[config.mk]
export PLATFORM = sky130hd
export DESIGN_NAME = console_dump_window_extractor_core
export DESIGN_NICKNAME = d
export VERILOG_FILES = /design/src/rtl/cdwe_pkg.sv /design/src/rtl/cdwe_in_reg.sv /design/src/rtl/cdwe_parser.sv /design/src/rtl/cdwe_out_reg.sv /design/src/rtl/console_dump_window_extractor_core.sv
export SDC_FILE = /design/constraint.sdc
export NUM_CORES = 1
export LEC_CHECK = 0
export ABC_CLOCK_PERIOD_IN_PS = 7900
export BUFFER_PORTS_ARGS = -buffer_cell sky130_fd_sc_hd__buf_2
export CORE_MARGIN = 2
export CORE_UTILIZATION = 57
export CTS_BUF_LIST = sky130_fd_sc_hd__clkbuf_2
export DETAILED_ROUTE_END_ITERATION = 8
export GPL_TIMING_DRIVEN = 0
export PLACE_DENSITY = 0.76
export SETUP_SLACK_MARGIN = 0.3
export SYNTH_ARGS = -nofsm -noshare
export SYNTH_HDL_FRONTEND = slang
export SYNTH_HIERARCHICAL = 1
export SYNTH_SLANG_ARGS = --single-unit
[constraint.sdc]
create_clock -name clock -period 7.9 [get_ports clock]
set_clock_uncertainty 0.2 [all_clocks]
set_input_delay 1.58 -clock clock [delete_from_list [all_inputs] [get_ports clock]]
set_output_delay 1.58 -clock clock [all_outputs]
set_load 0.05 [all_outputs]
[src/rtl/cdwe_pkg.sv]
// Shared types, constants and helpers for the console dump window extractor.
`default_nettype none
package cdwe_pkg;

   localparam int MAX_ROWS = 8;
   localparam int MAX_COLS = 32;

   localparam int ROW_W   = 3;
   localparam int COL_W   = 5;
   localparam int KROWS_W = 4;
   localparam int KCOLS_W = 6;
   localparam int RSP_TDATA_W = 40;

   localparam logic [1:0] HDR_LAST = 2'd3;
   localparam logic [7:0] CHAR_SPACE = 8'h20;
   localparam logic [7:0] CHAR_DEL   = 8'h7F;

   typedef enum logic [1:0] {
      PH_IDLE,
      PH_HEADER,
      PH_BODY
   } phase_type;

   typedef enum logic [1:0] {
      KIND_CELL,
      KIND_DONE,
      KIND_ERROR
   } kind_type;

   typedef struct packed {
      kind_type            kind;
      logic [ROW_W-1:0]    cell_row;
      logic [COL_W-1:0]    cell_col;
      logic [7:0]          cell_char;
      logic [KROWS_W-1:0]  window_rows;
      logic [KCOLS_W-1:0]  window_cols;
      logic [COL_W-1:0]    cursor_col;
      logic [7:0]          cursor_row;
   } result_type;

   function automatic logic [7:0] clean_char(input logic [7:0] c);
      if (c < CHAR_SPACE || c == CHAR_DEL) begin
         return CHAR_SPACE;
      end
      return c;
   endfunction

endpackage
`default_nettype wire

[src/rtl/cdwe_in_reg.sv]
// Input register stage: holds one accepted request transaction.
`default_nettype none
module cdwe_in_reg (
   input  wire logic       clock,
   input  wire logic       reset,
   input  wire logic       req_tvalid,
   output logic            req_tready,
   input  wire logic       req_tuser,
   input  wire logic [7:0] req_tdata,
   input  wire logic       advance,
   output logic            item_valid,
   output logic            item_frame_start,
   output logic [7:0]      item_data
);
   import cdwe_pkg::*;

   logic       valid_ff, valid_in;
   logic       fs_ff;
   logic [7:0] data_ff;

   assign req_tready = !valid_ff || advance;

   always_comb begin
      valid_in = valid_ff;
      if (req_tvalid && req_tready) begin
         valid_in = 1'b1;
      end else if (advance) begin
         valid_in = 1'b0;
      end
   end

   always_ff @(posedge clock) begin
      if (reset) begin
         valid_ff <= 1'b0;
      end else begin
         valid_ff <= valid_in;
      end
   end

   always_ff @(posedge clock) begin
      if (req_tvalid && req_tready) begin
         fs_ff   <= req_tuser;
         data_ff <= req_tdata;
      end
   end

   assign item_valid       = valid_ff;
   assign item_frame_start = fs_ff;
   assign item_data        = data_ff;

endmodule
`default_nettype wire

[src/rtl/cdwe_parser.sv]
// Dump parser: header capture, window setup or header error, and per-byte cell/complete decode.
`default_nettype none
module cdwe_parser (
   input  wire logic                clock,
   input  wire logic                reset,
   input  wire logic                item_valid,
   input  wire logic                item_frame_start,
   input  wire logic [7:0]          item_data,
   input  wire logic                step,
   output logic                     res_valid,
   output cdwe_pkg::result_type     result
);
   import cdwe_pkg::*;

   phase_type            phase_ff, phase_in, ph;
   logic [1:0]           hidx_ff, hidx_in, hidx;
   logic [7:0]           grid_rows_ff, grid_rows_in;
   logic [7:0]           grid_cols_ff, grid_cols_in;
   logic [7:0]           raw_col_ff, raw_col_in;
   logic [7:0]           raw_row_ff, raw_row_in;
   logic [KROWS_W-1:0]   kept_rows_ff, kept_rows_in;
   logic [KCOLS_W-1:0]   kept_cols_ff, kept_cols_in;
   logic [7:0]           wstart_ff, wstart_in;
   logic [7:0]           row_cnt_ff, row_cnt_in;
   logic [8:0]           bir_ff, bir_in;

   logic                 has;
   logic [KROWS_W-1:0]   kr;
   logic [KCOLS_W-1:0]   kc;
   logic [8:0]           start;
   logic [7:0]           col;
   logic                 last_in_row, last_item, in_win;
   logic [8:0]           row_rel;

   assign kr = (grid_rows_ff < 8'(MAX_ROWS)) ? grid_rows_ff[KROWS_W-1:0]
                                              : KROWS_W'(MAX_ROWS);
   assign kc = (grid_cols_ff < 8'(MAX_COLS)) ? grid_cols_ff[KCOLS_W-1:0]
                                              : KCOLS_W'(MAX_COLS);

   always_comb begin
      if ({1'b0, item_data} >= 9'(kr)) begin
         start = {1'b0, item_data} + 9'd1 - 9'(kr);
      end else begin
         start = 9'd0;
      end
      if (start + 9'(kr) > {1'b0, grid_rows_ff}) begin
         start = {1'b0, grid_rows_ff} - 9'(kr);
      end
   end

   assign col         = bir_ff[8:1];
   assign last_in_row = (10'(bir_ff) + 10'd1) >= {1'b0, grid_cols_ff, 1'b0};
   assign last_item   = last_in_row && ((9'(row_cnt_ff) + 9'd1) >= {1'b0, grid_rows_ff});
   assign row_rel     = {1'b0, row_cnt_ff} - {1'b0, wstart_ff};
   assign in_win      = !bir_ff[0] && (row_cnt_ff >= wstart_ff) &&
                        ({1'b0, row_cnt_ff} < ({1'b0, wstart_ff} + 9'(kept_rows_ff))) &&
                        ({1'b0, col} < 9'(kept_cols_ff));

   always_comb begin
      phase_in     = phase_ff;
      hidx_in      = hidx_ff;
      grid_rows_in = grid_rows_ff;
      grid_cols_in = grid_cols_ff;
      raw_col_in   = raw_col_ff;
      raw_row_in   = raw_row_ff;
      kept_rows_in = kept_rows_ff;
      kept_cols_in = kept_cols_ff;
      wstart_in    = wstart_ff;
      row_cnt_in   = row_cnt_ff;
      bir_in       = bir_ff;
      has          = 1'b0;
      result       = '0;

      ph   = item_frame_start ? PH_HEADER : phase_ff;
      hidx = item_frame_start ? 2'd0 : hidx_ff;
      phase_in = ph;
      hidx_in  = hidx;

      case (ph)
         PH_HEADER: begin
            case (hidx)
               2'd0:    grid_rows_in = item_data;
               2'd1:    grid_cols_in = item_data;
               2'd2:    raw_col_in   = item_data;
               default: raw_row_in   = item_data;
            endcase
            if (hidx != HDR_LAST) begin
               hidx_in = hidx + 2'd1;
            end else begin
               hidx_in = 2'd0;
               if (grid_rows_ff == 8'd0 || grid_cols_ff == 8'd0) begin
                  phase_in    = PH_IDLE;
                  has         = 1'b1;
                  result.kind = KIND_ERROR;
               end else begin
                  kept_rows_in = kr;
                  kept_cols_in = kc;
                  wstart_in    = start[7:0];
                  row_cnt_in   = 8'd0;
                  bir_in       = 9'd0;
                  phase_in     = PH_BODY;
               end
            end
         end
         PH_BODY: begin
            if (in_win) begin
               has              = 1'b1;
               result.kind      = KIND_CELL;
               result.cell_row  = row_rel[ROW_W-1:0];
               result.cell_col  = col[COL_W-1:0];
               result.cell_char = clean_char(item_data);
            end
            if (last_item) begin
               has                = 1'b1;
               result             = '0;
               result.kind        = KIND_DONE;
               result.window_rows = kept_rows_ff;
               result.window_cols = kept_cols_ff;
               result.cursor_col  = ({2'b0, kept_cols_ff} > raw_col_ff) ?
                                    raw_col_ff[COL_W-1:0] :
                                    COL_W'(kept_cols_ff - KCOLS_W'(1));
               result.cursor_row  = (raw_row_ff >= wstart_ff) ? raw_row_ff - wstart_ff
                                                              : 8'd0;
               phase_in   = PH_IDLE;
               row_cnt_in = 8'd0;
               bir_in     = 9'd0;
            end else if (last_in_row) begin
               bir_in     = 9'd0;
               row_cnt_in = row_cnt_ff + 8'd1;
            end else begin
               bir_in = bir_ff + 9'd1;
            end
         end
         default: begin
         end
      endcase
   end

   assign res_valid = item_valid && has;

   always_ff @(posedge clock) begin
      if (reset) begin
         phase_ff     <= PH_IDLE;
         hidx_ff      <= 2'd0;
         grid_rows_ff <= 8'd0;
         grid_cols_ff <= 8'd0;
         raw_col_ff   <= 8'd0;
         raw_row_ff   <= 8'd0;
         kept_rows_ff <= '0;
         kept_cols_ff <= '0;
         wstart_ff    <= 8'd0;
         row_cnt_ff   <= 8'd0;
         bir_ff       <= 9'd0;
      end else if (step) begin
         phase_ff     <= phase_in;
         hidx_ff      <= hidx_in;
         grid_rows_ff <= grid_rows_in;
         grid_cols_ff <= grid_cols_in;
         raw_col_ff   <= raw_col_in;
         raw_row_ff   <= raw_row_in;
         kept_rows_ff <= kept_rows_in;
         kept_cols_ff <= kept_cols_in;
         wstart_ff    <= wstart_in;
         row_cnt_ff   <= row_cnt_in;
         bir_ff       <= bir_in;
      end
   end

   a_body_nonempty: assert property (@(posedge clock) disable iff (reset)
      phase_ff == PH_BODY |-> kept_rows_ff != '0 && kept_cols_ff != '0)
      else $error("body phase with empty window");

   a_window_fits: assert property (@(posedge clock) disable iff (reset)
      phase_ff == PH_BODY |->
         ({1'b0, wstart_ff} + 9'(kept_rows_ff)) <= {1'b0, grid_rows_ff})
      else $error("window extends past grid");

   a_error_idles: assert property (@(posedge clock) disable iff (reset)
      step && res_valid && result.kind == KIND_ERROR |=> phase_ff == PH_IDLE)
      else $error("error transaction did not return to idle");

   a_cell_in_cols: assert property (@(posedge clock) disable iff (reset)
      step && res_valid && result.kind == KIND_CELL |->
         {1'b0, result.cell_col} < kept_cols_ff)
      else $error("cell write outside kept columns");

endmodule
`default_nettype wire

[src/rtl/cdwe_out_reg.sv]
// Result register: holds one response transaction until taken.
`default_nettype none
module cdwe_out_reg (
   input  wire logic                clock,
   input  wire logic                reset,
   input  wire logic                load,
   input  wire cdwe_pkg::result_type data,
   output logic                     out_free,
   output logic                     rsp_tvalid,
   input  wire logic                rsp_tready,
   output cdwe_pkg::result_type     rsp_data
);
   import cdwe_pkg::*;

   logic       valid_ff, valid_in;
   result_type data_ff;

   assign out_free = !valid_ff || rsp_tready;

   always_comb begin
      valid_in = valid_ff;
      if (load) begin
         valid_in = 1'b1;
      end else if (rsp_tready) begin
         valid_in = 1'b0;
      end
   end

   always_ff @(posedge clock) begin
      if (reset) begin
         valid_ff <= 1'b0;
      end else begin
         valid_ff <= valid_in;
      end
   end

   always_ff @(posedge clock) begin
      if (load) begin
         data_ff <= data;
      end
   end

   assign rsp_tvalid = valid_ff;
   assign rsp_data   = data_ff;

endmodule
`default_nettype wire

[src/rtl/console_dump_window_extractor_core.sv]
// Top level of the console dump window extractor.
//
//  channel | dir | tdata                       | tuser
//  req_    | in  | data_byte                   | frame_start
//  rsp_    | out | row,col,char,wrows,wcols,.. | kind
//
// One byte per cycle sustained unless a result waits on a stalled response;
// each byte waits in the input register, then its result is loaded into the result register.
// Reset clears the parser state to idle and empties both registers.
// A stalled response only holds req_tready low when the waiting byte
// produces a result; bytes without a result keep flowing.
`default_nettype none
module console_dump_window_extractor_core (
   input  wire logic        clock,
   input  wire logic        reset,
   input  wire logic        req_tvalid,
   output logic             req_tready,
   input  wire logic [7:0]  req_tdata,   // [7:0] data_byte
   input  wire logic        req_tuser,   // [0] frame_start
   output logic             rsp_tvalid,
   input  wire logic        rsp_tready,
   output logic [cdwe_pkg::RSP_TDATA_W-1:0] rsp_tdata,
                                         // [2:0] cell_row, [7:3] cell_col,
                                         // [15:8] cell_char, [19:16] window_rows,
                                         // [25:20] window_cols, [30:26] cursor_col,
                                         // [38:31] cursor_row, [39] zero
   output logic [1:0]       rsp_tuser    // [1:0] kind
);
   import cdwe_pkg::*;

   logic       item_valid, item_fs;
   logic [7:0] item_data;
   logic       advance, res_valid, out_free;
   result_type result, rsp_data;

   assign advance = item_valid && (!res_valid || out_free);

   cdwe_in_reg u_in (
      .clock            (clock),
      .reset            (reset),
      .req_tvalid       (req_tvalid),
      .req_tready       (req_tready),
      .req_tuser        (req_tuser),
      .req_tdata        (req_tdata),
      .advance          (advance),
      .item_valid       (item_valid),
      .item_frame_start (item_fs),
      .item_data        (item_data)
   );

   cdwe_parser u_parser (
      .clock            (clock),
      .reset            (reset),
      .item_valid       (item_valid),
      .item_frame_start (item_fs),
      .item_data        (item_data),
      .step             (advance),
      .res_valid        (res_valid),
      .result           (result)
   );

   cdwe_out_reg u_out (
      .clock      (clock),
      .reset      (reset),
      .load       (advance && res_valid),
      .data       (result),
      .out_free   (out_free),
      .rsp_tvalid (rsp_tvalid),
      .rsp_tready (rsp_tready),
      .rsp_data   (rsp_data)
   );

   assign rsp_tuser = rsp_data.kind;
   assign rsp_tdata = {1'b0, rsp_data.cursor_row, rsp_data.cursor_col,
                       rsp_data.window_cols, rsp_data.window_rows,
                       rsp_data.cell_char, rsp_data.cell_col, rsp_data.cell_row};

endmodule
`default_nettype wire
==> key figures, run 1 <==
Synthesis
  • Simple-gate area share of the yosys netlist: 0.1942
  • Mux share of post-synthesis cell area: 0.003801
  • Largest area contributor in the netlist: edfxtp_1
  • Average instance area after synthesis: 8.998 um^2
  • Seq cells post-synth: 123
  • List of most frequent post-synthesis cells: ha_1, nand2_1, inv_1
  • Share of synthesized registers carrying an async set or reset: 0
  • Number of enable flip-flop cells after synthesis: 50
  • YS warnings: 6
  • Post-synthesis compound-gate area fraction: 0.1666
  • Cells after Synth: 878
  • Sequential cell area fraction in the yosys report: 0.3750
  • Largest family of logic cells by synthesized area: simple AND/OR/NAND/NOR gates
  • Count of unique library cells instantiated by Yosys: 75
  • Most area-consuming cells after synthesis: edfxtp_1, dfxtp_1, ha_1
  • Netlist Area Pre-Place: 7900 um^2
  • Synthesized net count: 990
  • Fraction of synthesized cell area taken by the top area cell type: 0.1901
  • Cell with the most instances after synthesis: ha_1
  • Area share of fa/ha/maj cells after synthesis: 0.1625
  • Primary flip-flop cell chosen by synthesis mapping: dfxtp_1
  • Share of the synthesized netlist area taken by xor and xnor gates: 0.04656

GRT
  • Vias in the first global route: 6126
  • Overall track demand over capacity in global routing: 0.2652
  • Pin count of the biggest net entering global routing: 43
  • Global-route wire length before repair: 30490 um
  • Residual overflow from global routing: 0
  • Number of antenna violations at the first check in global routing: 0

Timing
  • Slew HR: 0.2557
  • Peak Freq: 0.1433 GHz
  • Setup Viol. Count Final: 0
  • Final Hold Viols: 0
  • Post-layout worst setup margin: 0.9229 ns
  • Share of the cycle needed by the critical path after routing: 0.8832
  • Sum Neg Setup Slack: 0 ns
  • Clock period minus worst slack: 6.977 ns
  • Pins Over Slew Limit: 0
  • Transition time at the pin with the least slew margin: 1.113 ns
  • RSZ-0062 raised after global routing: false

Drt
  • Post-DR wirelength/cell: 16.30 um
  • Number of design rule violations left after detail routing: 0
  • Antenna violation net count after detailed routing: 0
  • DR pass1 iterations: 5
  • Final wirelength: 18670 um
  • Number of vias in the routed layout: 6545
  • First-iteration detailed-routing DRC count: 577
  • Via-to-Cell Ratio: 5.716

Clocking
  • Clock edge transition at the registers on the reported setup and hold paths: 0.18 ns
  • # resized after CTS: 0
  • Clock tree from TritonCTS: yes
  • Clock tree root buffer cell: clkbuf_2
  • CTS Hold Bufs: 0
  • Clk sink count: 123
  • Num CTS Buffers: 17
  • Bufs on Longest Clock Path: 2
  • Count of H-tree levels built during CTS: 4
  • Clock latency reported for the late side of the worst-skew pair: 0.66 ns
  • Post-CTS Setup Repair Bufs: 0

Setup path
  • Slowest cell on the critical path: dfxtp_1
  • Biggest fanout along the worst timing path: 10
  • Cell type group with the largest total delay on the critical path: compound AO/OA/AOI/OAI gates
  • Kind of critical path: flip-flop to primary output
  • Required time of the critical path: 6.12 ns
  • Critical path capture point type: primary output
  • Chain of cells forming the critical path: nand3_1, or3_1, nand2b_1, ha_1, a21o_1, a21o_1, a221oi_1, o31a_1, a21o_1, or2_1, clkbuf_1, a21oi_1, a21boi_2, nand2b_4, buf_2
  • Critical Path Max Stage Delay: 0.60 ns
  • Data arrival at the endpoint of the critical path: 5.20 ns
  • Count of buffer and inverter cells on the critical path: 2
  • Setup slack of the most critical reg-to-reg path: 1.61 ns
  • Kind of start point of the critical path: flip-flop
  • Most frequent CP cell: a21o_1

Flow run
  • Max-capacitance violation count: 0

Cells and area
  • Proportion of layout cells with a drive suffix above 1: 0.1161
  • Area of the multi-input gates: 4543 um^2
  • Number of fillers in the final layout: 1219
  • Final nets: 1064
  • Register Area: 2963 um^2
  • Number of diodes: 0
  • Area added between synthesis and finish: 9.091%

Floorplan
  • Initial cell density of the core: 0.5758
  • Row cnt: 43
  • Overall die width: 121.7 um
  • Core area: 13720 um^2
  • Height of the chip: 121.7 um
  • Area of the die: 14820 um^2
  • Number of top-level pins: 57

Pwr
  • P_leak: 3.397 nW
  • Power density over the cells: 148.5 nW/um^2
  • Peak VDD IR: 0.08359 mV

Placed design
  • Pre-CTS WS: 1.492 ns
  • Routability congestion estimate: 0.9092
  • DP Wirelength: 14430 um
  • Port Buf Inserts: 55

Run status
  • Outcome: completed

Hold path
  • Class of the worst hold path: flip-flop to flip-flop
-- power by group --
group / total (mW) / internal [mW] / switching [mW] / leakage [nW]
logic: 0.245 / 0.0937 / 0.151 / 2.28
clock network: 0.359 / 0.113 / 0.245 / 0.114
registers: 0.677 / 0.664 / 0.0130 / 1.01
total: 1.28 / 0.870 / 0.410 / 3.40
-- layout by cell type, fill, tap and decap left out, drive strengths merged, types with 10 or more instances in the layout --
cell type	n
a211oi	19
a21o	19
a21oi	75
and2	19
and3	15
buf	61
clkbuf	38
dfxtp	73
edfxtp	50
ha	93
inv	79
nand2	91
nand2b	19
nand3	50
nor2	58
nor2b	14
nor3	10
o21ai	27
xnor2	25
xor2	17
-- worst reg2reg max path: cells and delay by family (launching register included) --
| kind | cells | cell delay (ns) |
|---|---|---|
| buffers and inverters | 2 | 0.87 |
| DFF | 1 | 0.60 |
| adders and majority gates | 1 | 0.24 |
| AOI/OAI and AO/OA | 9 | 2.47 |
| and+or+nand+nor | 8 | 1.79 |
-- layer usage --
metal | up-vias | track usage | part of all wire
met3 | 30 | 0.04869 | 0.063
li1 | 3267 | - | -
met4 | 0 | 0.1099 | 0.031
met1 | 3059 | 0.3430 | 0.43
met2 | 189 | 0.4386 | 0.47
met5 | - | 0 | 0
-- metrics by stage --
stage                     std cells  total power, mW    util  hold WS [ns]  area, um^2
after floorplan                 878           0.8706       -        0.2363        7900
after global placement         1113           0.9251  0.6123        0.2445        8401
after detailed placement       1113           0.9314  0.6123        0.2470        8401
after CTS                      1145            1.290  0.6279        0.2708        8615
after global routing           1145            1.353  0.6282        0.2950        8618
final                          1145            1.280  0.6282        0.2731        8618
-- flip-flops by register name (all words and copies together) (netlist names) --
name and cells:
u_parser/kept_cols_ff 6, u_parser/phase_ff 2, u_parser/bir_ff 9, u_in/item_frame_start 1
u_in/item_valid 1, u_out/rsp_data 41, u_parser/kept_rows_ff 4, u_parser/grid_cols_ff 8
u_parser/raw_col_ff 8, u_in/item_data 8, u_parser/raw_row_ff 8, u_out/rsp_tvalid 1
u_parser/hidx_ff 2, u_parser/wstart_ff 8, u_parser/row_cnt_ff 8, u_parser/grid_rows_ff 8
-- cells by family after synthesis --
group,Yosys count
xor gates and xnor gates,42
and+or+nand+nor,306
AOI/OAI and AO/OA,199
other,2
adders and majority gates,99
DFF,123
muxes,3
buffers and inverters,104
-- area by class of cell --
class / instances / area share
multi-input cells: 651 / 0.5271
repair buffers: 55 / 0.03194
well taps: 180 / 0.02613
flip-flops and latches: 123 / 0.3438
inverters: 78 / 0.03397
plain buffers: 26 / 0.01220
clock inverters: 14 / 0.01437
clock buffers: 18 / 0.01045
-- path summary, 6_finish.rpt --
path                                             from                                  end  depth (start not counted)
setup / recovery  u_parser/row_cnt_ff[1]$_SDFFE_PP0P_                           req_tready                         15
hold / removal    u_parser/raw_col_ff[6]$_SDFFE_PP0P_  u_parser/raw_col_ff[6]$_SDFFE_PP0P_                          2
setup reg to reg  u_parser/row_cnt_ff[1]$_SDFFE_PP0P_      u_parser/bir_ff[2]$_SDFFE_PP0P_                         20
hold reg to reg   u_parser/raw_col_ff[6]$_SDFFE_PP0P_  u_parser/raw_col_ff[6]$_SDFFE_PP0P_                          2
Note: power is estimated with default switching activity, not from simulation.
==> inputs of run 2 (changes only) <==
==> constraint.sdc (replaced) <==
create_clock -name clock -period 7.9 [get_ports clock]
set_clock_uncertainty 0.2 [all_clocks]
set_input_delay 1.58 -clock clock [delete_from_list [all_inputs] [get_ports clock]]
set_output_delay 1.58 -clock clock [all_outputs]
set_load 0.1 [all_outputs]
==> run 2 against run 1 <==
Effect of this change: cell count is the same; sequential cell count is the same; sequential power is essentially flat; combinational power is essentially flat; power grew 0.32%; largest cell class unchanged; largest power group unchanged; highest routed layer unchanged.
==> key figures, run 2 (synthesis results as in run 1) <==
Clocking
  • Clock edge transition at the registers on the reported setup and hold paths: 0.18 ns
  • Clk sink count: 123
  • Clock tree root buffer cell: clkbuf_2
  • Num CTS Buffers: 17
  • Clock tree from TritonCTS: yes
  • Post-CTS Setup Repair Bufs: 0
  • Bufs on Longest Clock Path: 2
  • Count of H-tree levels built during CTS: 4
  • Clock latency reported for the late side of the worst-skew pair: 0.67 ns

Hold path
  • Class of the worst hold path: flip-flop to flip-flop

Setup path
  • Chain of cells forming the critical path: nand3_1, or3_1, nand2b_1, ha_1, a21o_1, a21o_1, a221oi_1, o31a_1, a21o_1, or2_1, clkbuf_2, a21oi_1, a21boi_2, nand2b_4, buf_2
  • Data arrival at the endpoint of the critical path: 5.19 ns
  • Biggest fanout along the worst timing path: 10
  • Slowest cell on the critical path: dfxtp_1
  • Kind of start point of the critical path: flip-flop
  • Most frequent CP cell: a21o_1
  • Critical Path Max Stage Delay: 0.60 ns
  • Kind of critical path: flip-flop to primary output
  • Required time of the critical path: 6.12 ns
  • Critical path capture point type: primary output

GRT
  • Pin count of the biggest net entering global routing: 43
  • Number of antenna violations at the first check in global routing: 0
  • Overall track demand over capacity in global routing: 0.2652
  • Vias in the first global route: 6126
  • Global-route wire length before repair: 30490 um
  • Residual overflow from global routing: 0

Pwr
  • Power dissipated by switching net loads: 0.4138 mW
  • Share of total power in combinational logic: 0.193
  • Internal power of the cells: 0.8705 mW
  • Portion of total power attributed to sequential cells: 0.527
  • Part of the total power dissipated in the clock network: 0.280
  • Share of total power consumed by net switching: 0.3222
  • Power density over the cells: 149.0 nW/um^2
  • Peak VDD IR: 0.08375 mV
  • P_leak: 3.400 nW

Drt
  • Final wirelength: 18750 um
  • First-iteration detailed-routing DRC count: 564
  • Antenna violation net count after detailed routing: 0
  • Via-to-Cell Ratio: 5.729
  • DR pass1 iterations: 5
  • Number of design rule violations left after detail routing: 0
  • Number of vias in the routed layout: 6560
  • Post-DR wirelength/cell: 16.37 um

Timing
  • RSZ-0062 raised after global routing: false
  • Pins Over Slew Limit: 0
  • Peak Freq: 0.1434 GHz
  • Share of the cycle needed by the critical path after routing: 0.8827
  • Sum Neg Setup Slack: 0 ns
  • Transition time at the pin with the least slew margin: 1.076 ns
  • Setup Viol. Count Final: 0
  • Slew HR: 0.2805
  • Clock period minus worst slack: 6.973 ns
  • Final Hold Viols: 0

Floorplan
  • Area of the die: 14820 um^2
  • Row cnt: 43
  • Initial cell density of the core: 0.5758
  • Core area: 13720 um^2
  • Overall die width: 121.7 um
  • Number of top-level pins: 57
  • Height of the chip: 121.7 um

Placed design
  • DP Wirelength: 14430 um
  • Routability congestion estimate: 0.9092
  • Port Buf Inserts: 55
  • # placed instances: 1113

Cells and area
  • Final cell count without fillers: 1145
  • Commonest non-fill, non-tap cell in the layout: ha_1
  • Number of diodes: 0
  • Most frequent cells in the layout: ha_1, nand2_1, inv_1
  • Final nets: 1064
  • Area added between synthesis and finish: 9.107%
  • Register Area: 2963 um^2
  • Number of fillers in the final layout: 1220
  • Proportion of layout cells with a drive suffix above 1: 0.1171
  • Max FFs per register: 41
  • Area of the multi-input gates: 4543 um^2

Run status
  • Outcome: completed

Flow run
  • Max-capacitance violation count: 0
## run 2: changes by cell type in the layout (fill, tap and decap cells not counted)
cell,change
clkbuf_1,-1
clkbuf_2,+1
## run 2: what timing repair did
item / in CTS / in global routing
setup endpoints to repair: 0 / 1
hold buffers: 0 / 0
resized for setup: 0 / 3
## run 2: layer usage
metal	vias to the layer above	part of all wire	track usage
li1	3264	-	-
met2	162	0.47	0.4386
met3	30	0.054	0.04869
met4	0	0.031	0.1099
met5	-	0	0
met1	3104	0.44	0.3430
## run 2: power by group through the flow
| stage | Combinational (mW) | Clock (mW) | Sequential [mW] |
|---|---|---|---|
| after floorplan | 0.189 | 0 | 0.684 |
| after global placement | 0.238 | 0 | 0.690 |
| after detailed placement | 0.244 | 0 | 0.690 |
| after CTS | 0.245 | 0.371 | 0.676 |
| after global routing | 0.279 | 0.398 | 0.678 |
| final | 0.248 | 0.360 | 0.677 |
## run 2: final cells by class
cell class / count / share of cell area
Inverter: 78 / 0.03397
Timing Repair Buffer: 55 / 0.03193
Clock buffer: 18 / 0.01045
Clock inverter: 14 / 0.01437
Tap cell: 180 / 0.02613
Sequential cell: 123 / 0.3437
Multi-Input combinational cell: 651 / 0.5271
Buffer: 26 / 0.01234
## run 2: stage by stage
| step | hold WS (ns) | power (mW) | setup WS, ns | util | cell area, um^2 |
|---|---|---|---|---|---|
| 6_report | 0.2743 | 1.284 | 0.9267 | 0.6283 | 8620 |
| 5_1_grt | 0.2950 | 1.355 | 0.5209 | 0.6283 | 8620 |
| 4_1_cts | 0.2708 | 1.292 | 0.5171 | 0.6279 | 8615 |
| 3_5_place_dp | 0.2470 | 0.9338 | 1.327 | 0.6123 | 8401 |
| 3_3_place_gp | 0.2445 | 0.9274 | 1.381 | 0.6123 | 8401 |
| 2_1_floorplan | 0.2363 | 0.8729 | 2.410 | - | 7900 |
## run 2: worst paths after layout
| path | cells past startpoint | to | slack [ns] | start |
|---|---|---|---|---|
| max | 15 | req_tready | 0.93 | u_parser/row_cnt_ff[1]$_SDFFE_PP0P_ |
| min | 2 | u_parser/raw_col_ff[6]$_SDFFE_PP0P_ | 0.27 | u_parser/raw_col_ff[6]$_SDFFE_PP0P_ |
| max reg2reg | 24 | u_parser/wstart_ff[0]$_SDFFE_PP0P_ | 1.63 | u_parser/grid_rows_ff[6]$_SDFFE_PP0P_ |
| min reg2reg | 2 | u_parser/raw_col_ff[6]$_SDFFE_PP0P_ | 0.27 | u_parser/raw_col_ff[6]$_SDFFE_PP0P_ |
## run 2: critical path: cells and delay by family (launching register included)
kind,cells,cell delay [ns]
AO/OA/AOI/OAI,7,1.63
adder cells (fa/ha/maj),1,0.24
buffers and inverters,2,0.71
flip-flops,1,0.60
AND/OR/NAND/NOR,5,1.34
